==> src/sv/qfavm_pkg.sv <==
// Shared constants, types and tables for the quad face metrics pipeline.
package qfavm_pkg;

  localparam int COORD_W      = 32;
  localparam int FRAC_W       = 16;
  localparam int DIFF_W       = COORD_W + 1;
  localparam int SUM_W        = COORD_W + 2;
  localparam int PROD_W       = 2 * DIFF_W;
  localparam int CROSS_W      = PROD_W + 1 - (FRAC_W + 1);
  localparam int SQ_W         = 2 * COORD_W;
  localparam int ROOT_W       = 32;
  localparam int ANGLE_W      = 18;
  localparam int CORDIC_STEPS = 31;
  localparam int CORDIC_W     = 36;
  localparam int Z_W          = 32;
  localparam int ZR_W         = Z_W + 1 - 14;
  localparam int HALF_PI      = 102944;
  localparam int UP_W         = 5;

  // Stage where each result appears, counted in register stages after accept.
  localparam int LAT       = 39;
  localparam int SIDE_DLY  = 34;
  localparam int RAD_DLY   = 3;
  localparam int ANG_DLY   = 2;

  typedef logic signed [COORD_W-1:0] coord_t;

  typedef struct packed {
    coord_t n_x;
    coord_t n_y;
    coord_t n_z;
    coord_t c_x;
    coord_t c_y;
    coord_t c_z;
    logic   sat;
  } side_t;

  typedef struct packed {
    logic y_zero;
    logic x_zero;
    logic y_pos;
  } aflag_t;

  // atan(2^-i) scaled by 2^30
  function automatic logic signed [Z_W-1:0] atan_entry(input int unsigned i);
    logic signed [Z_W-1:0] v;
    case (i)
      0:       v = Z_W'(843314857);
      1:       v = Z_W'(497837829);
      2:       v = Z_W'(263043837);
      3:       v = Z_W'(133525159);
      4:       v = Z_W'(67021687);
      5:       v = Z_W'(33543516);
      6:       v = Z_W'(16775851);
      7:       v = Z_W'(8388437);
      8:       v = Z_W'(4194283);
      9:       v = Z_W'(2097149);
      default: v = (i <= 30) ? Z_W'(64'd1 << (30 - i)) : '0;
    endcase
    return v;
  endfunction

endpackage

==> src/sv/qfavm_isqrt.sv <==
// Pipelined integer square root, one root bit per register stage.
module qfavm_isqrt
  import qfavm_pkg::*;
(
  input  logic              clk,
  input  logic [SQ_W-1:0]   radicand,
  output logic [ROOT_W-1:0] root
);

  localparam int REM_W = ROOT_W + 3;

  logic [REM_W-1:0]  rem_q  [ROOT_W];
  logic [ROOT_W-1:0] root_q [ROOT_W];
  logic [SQ_W-1:0]   rad_q  [ROOT_W-1];

  for (genvar j = 0; j < ROOT_W; j++) begin : g_step
    logic [REM_W-1:0]  rem_in, rem_sh, trial;
    logic [ROOT_W-1:0] root_in;
    logic [SQ_W-1:0]   rad_in;

    if (j == 0) begin : g_first
      assign rem_in  = '0;
      assign root_in = '0;
      assign rad_in  = radicand;
    end else begin : g_next
      assign rem_in  = rem_q[j-1];
      assign root_in = root_q[j-1];
      assign rad_in  = rad_q[j-1];
    end

    // bring down the next two radicand bits, try root bit one
    assign rem_sh = {rem_in[REM_W-3:0], rad_in[SQ_W-1 -: 2]};
    assign trial  = {1'b0, root_in, 2'b01};

    always_ff @(posedge clk) begin
      if (rem_sh >= trial) begin
        rem_q[j]  <= rem_sh - trial;
        root_q[j] <= {root_in[ROOT_W-2:0], 1'b1};
      end else begin
        rem_q[j]  <= rem_sh;
        root_q[j] <= {root_in[ROOT_W-2:0], 1'b0};
      end
    end

    if (j < ROOT_W - 1) begin : g_rad
      always_ff @(posedge clk) begin
        rad_q[j] <= {rad_in[SQ_W-3:0], 2'b00};
      end
    end
  end

  assign root = root_q[ROOT_W-1];

endmodule
==> config.mk <==
export PLATFORM = sky130hd
export DESIGN_NAME = qfavm_isqrt
export DESIGN_NICKNAME = d
export VERILOG_FILES = /design/src/sv/qfavm_pkg.sv /design/src/sv/qfavm_isqrt.sv
export SDC_FILE = /design/constraint.sdc
export NUM_CORES = 2
export LEC_CHECK = 0
export ABC_AREA = 0
export ABC_CLOCK_PERIOD_IN_PS = 8400
export BUFFER_PORTS_ARGS = -buffer_cell sky130_fd_sc_hd__buf_2
export CAP_MARGIN = 20
export CORE_MARGIN = 2
export CORE_UTILIZATION = 64
export DETAILED_ROUTE_END_ITERATION = 8
export PLACE_DENSITY = 0.81
export SLEW_MARGIN = 5
export SYNTH_ARGS = -nofsm -noshare
export SYNTH_HDL_FRONTEND = slang
export SYNTH_MEMORY_MAX_BITS = 65536
export SYNTH_SLANG_ARGS = --single-unit
export TNS_END_PERCENT = 30
==> constraint.sdc <==
create_clock -name clk -period 8.4 [get_ports clk]
set_input_delay 2.1 -clock clk [delete_from_list [all_inputs] [get_ports clk]]
set_output_delay 2.1 -clock clk [all_outputs]
set_load 0.01 [all_outputs]
# Word level (Yosys, flattened, before mapping)
# Memory sizes are Yosys's and may differ from the RTL's.
# Index checks and enable logic that the tools add are counted.
# word_totals
register_bits,0
ramBits,4066
output_inout_bits,32
elab_cells,291
mem_count,3
# memory_table
memory,depth,width,rd,rd_ports_with_merged_regs,write_ports,line_no,text
rad_q,31,62,31,0,31,qfavm_isqrt.sv:14,logic [SQ_W-1:0] rad_q [ROOT_W-1];
rem_q,32,35,31,0,32,qfavm_isqrt.sv:12,logic [REM_W-1:0] rem_q [ROOT_W];
root_q,32,32,32,0,32,qfavm_isqrt.sv:13,logic [ROOT_W-1:0] root_q [ROOT_W];
# op_classes
add_sub_neg,32
magnitude_cmp,32
muxes,160
n_bitwise,64
# op_table
operator,n
two-way mux 35 bit,32
greater-or-equal comparator 35 x 34 -> 1 bit,31
subtractor 35 x 34 -> 35 bit,31
two-way mux 32 bit,32
two-way mux 1 bit,96
OR 1 bit,64
"subtractor 2 x 1 -> 3 bit, second input constant",1
"greater-or-equal comparator 2 x 1 -> 1 bit, second input constant",1

# Longest topological paths before layout
# An unclocked memory read counts as a cell.
# logic_depth
ltp_word,5
ltp_mapped,14
depth_no_buf,12

# Worst setup path after synthesis
# No wires, ideal clock.
# synth_path
path_type,reg2reg
startpoint,mem rem_q[0][198] in the netlist's numbering
endpoint,mem rem_q[0][216] in the netlist's numbering
arrival_time_ns,3.176
t_required_ns,8.279
slack_ns,5.103
path_stages_with_launch,9
n_path_buf,1
path_cell_list,dfxtp_1 -> or4_4 -> or3_4 -> or3_1 -> or2_1 -> or4_4 -> or4_1 -> buf_6 -> mux2_4
# synth_rtl
item,line_no
start: declaration,qfavm_isqrt.sv:12

==> results.cfg <==
[detailed_routing]
viasPerCell = 5.750
drt_iter0_drc = 5150
drc_errors = 0
dr.pass1.iters = 9
wl_um = 210800
avgRoutedWirePerCell_um = 18.75
drtAntennaViolNets = 0
vias = 64647

[hold_path]
whs_path_depth = 0
min_path_type = reg2reg

[cts]
clk_pin_slew_ps = 70
htreeDepth = 4
insertion_delay_ps = 870
postCtsSetupBuffers = 0
cts-root-buf = clkbuf_16
clock_path_buffers = 3
cts_hold_buf = 0
cts_tree = done
clock_sinks = 2494
cts_resized = 0
cts_buffers = 228

[logic_synthesis]
synth_xor_area_share_pct = 7.665
synth_top_family_by_area = simple AND/OR/NAND/NOR gates
synth_cell_type_count = 90
ys_seq_area_share_pct = 54.55
synth_compound_area_share_pct = 12.48
synth_area_um2 = 91520
syn_nets = 9620
ys_warn_count = 0
synth-adder-area-share_pct = 7.669
synth_seq_cells = 2494
synth-simple-area-share_pct = 12.70
synthCells = 8994
syn_area_per_cell_um2 = 10.18
synthFlopType = dfxtp_1
synthMuxAreaShare_pct = 1.299
synth_edf_count = 0
asyncSetResetFlopFracSynth_pct = 0

[floorplan]
rows = 138
start_util_pct = 64.56
die_w_um = 382.2
die_h_um = 382.2
io_pins = 97
die_area_um2 = 146000
core_um2 = 141800

[layout]
instances_no_fill = 11243
drive_above_1_share_pct = 7.849
fin_nets = 9781
area_delta_synth_final_pct = 11.71
design_area_um2 = 102200

[sta]
max_freq_mhz = 246.4
slew_violations = 0
fin_worst_skew_ps = 80.56
final.setup.worst_slack_ps = 4341
tns_ps = 0
post-route-period-util_pct = 48.32
worstMarginPinSlew_ps = 1040
finalCriticalPeriod_ps = 4059
hold_viol_final = 0
rsz0062_at_grt = false
slew-limit-headroom_pct = 30.41
setup_violations = 0

[global_routing]
grt_pass1_vias = 63990
grt_pass1_wl_um = 337400
overflow = 0
grt_max_degree = 60
grt_usage_pct = 28.43
antenna_found_initial = 10

[placement]
dp_hpwl_um = 149400
dpl_worst_slack_ps = 4281
place_area_um2 = 93860
finalWeightedCongestion = 0.9530
placedCellCount = 10808
port_buffers = 96

[pwr]
p_per_area_nw_per_um2 = 313.0
power.leakage_nw = 48.21
irDropWorstVdd_uv = 223.6

[critical_path]
rrSetupSlack_ps = 4340
rr_worst_depth = 12
crit_required_ps = 9120
endpoint_kind = register
arrival_ps = 4780
path_max_fanout = 45
critPathKind = reg2reg
start_kind = register

[flow_run]
cap_violations = 0

[outcome]
outcome = finished clean
critical path: stages (launching register included):
cell	delay, ps
dfxtp_1	330
inv_1	50
ha_1	380
o211ai_1	160
a21oi_1	260
o31ai_1	250
or3_1	390
a221oi_1	670
a31oi_1	210
o211a_1	380
buf_4	330
inv_1	170
mux2_2	350
cell families (layout without fill, tap and decap cells):
kind of cell / Yosys count / count (layout)
flops: 2494 / 2494
simple gates: 2316 / 2316
compound gates: 1835 / 1835
buf+inv: 880 / 1238
xor+xnor: 801 / 801
fa+ha+maj: 561 / 561
mux: 106 / 106
other cells: 1 / 2
cell type report:
cell class                 instances  area, um2
multi-input combinational       5620      38340
fill                            9817      39520
timing repair buffer             125      747.0
sequential                      2494      49930
antenna                            1      2.502
clock buffer                     298       6470
inverter                         686       2575
tap                             1890       2365
clock inverter                   129       1812
stage by stage:
step,hold slack [ps],util [%],total power [W]
final,293.6,72.12,0.03200
after global routing,290.0,72.12,0.03340
after CTS,290.2,72.05,0.03205
after detailed placement,312.1,66.21,0.02094
after global placement,309.5,66.21,0.02076
after floorplan,309.6,-,0.01919
synth_stat cells (17+ instances only):
master,n,area [um2]
nand2_1,588,2207
and2_1,30,187.7
or2_2,51,319.1
mux2_2,94,1059
a21oi_1,550,2753
dfxtp_1,2494,49930
nor3b_1,20,150.1
nor2b_1,79,494.2
a31oi_1,69,431.7
inv_1,684,2567
and3_1,32,200.2
a21o_1,258,1937
xnor2_1,409,3582
nand4b_1,23,201.4
o21a_1,120,900.9
o21bai_1,49,367.9
nor3_1,228,1141
nor4b_1,29,254.0
nor4_1,125,782.0
o31ai_1,52,390.4
nand3_1,141,705.7
a211oi_1,45,337.8
a31o_2,17,148.9
nand4_1,111,694.4
or4_1,64,480.5
a21boi_0,18,135.1
or3_1,83,519.3
xor2_1,392,3433
o21ai_0,462,2312
clkbuf_1,177,664.4
nand2b_1,102,638.1
nor2_1,538,2019
o211ai_1,37,277.8
nand3b_1,26,195.2
ha_1,561,7019
power by group:
group | total (W) | switching, W | internal (W)
Clock | 0.0110 | 0.00464 | 0.00641
Combinational | 0.00548 | 0.00309 | 0.00239
Sequential | 0.0155 | 0.00167 | 0.0138
cell usage in the layout, fill, tap and decap left out, types with 48 or more instances in the layout:
cell and count:
or4_1 64, clkbuf_16 229, nand2_1 588, nor3_1 227, nand2b_1 102, nor4_1 125, or3_1 83, clkbuf_8 48
o21bai_1 49, nor2b_1 79, or2_2 51, dfxtp_1 2494, nand4_1 111, o21ai_0 462, o21a_1 120, xor2_1 392
nor2_1 535, buf_2 96, o31ai_1 52, a31oi_1 68, inv_1 684, nand3_1 141, a21o_1 258, xnor2_1 409
mux2_2 94, a21oi_1 549, ha_1 561
path summary, 6_finish.rpt:
| kind | endpoint | start |
|---|---|---|
| worst max-delay path | rem_q[1][445] | root_q[1][353] |
| worst min-delay path | root_q[1][266] | root_q[1][233] |
| worst max register to register | rem_q[1][445] | root_q[1][353] |
| worst min register to register | root_q[1][266] | root_q[1][233] |
per-layer routing:
metal | track usage [%] | wire length (um) | vias up
li1 | - | - | 31232
met1 | 36.54 | 90180 | 30601
met2 | 47.60 | 98980 | 2205
met3 | 4.260 | 12360 | 603
met4 | 12.40 | 9245 | 6
met5 | 0 | 39 | -
flip-flops by register name (all words and copies together) (netlist names):
signal,count
rem_q,974
rad_q,992
root_q,528
Power figures use the tool's default switching activity.
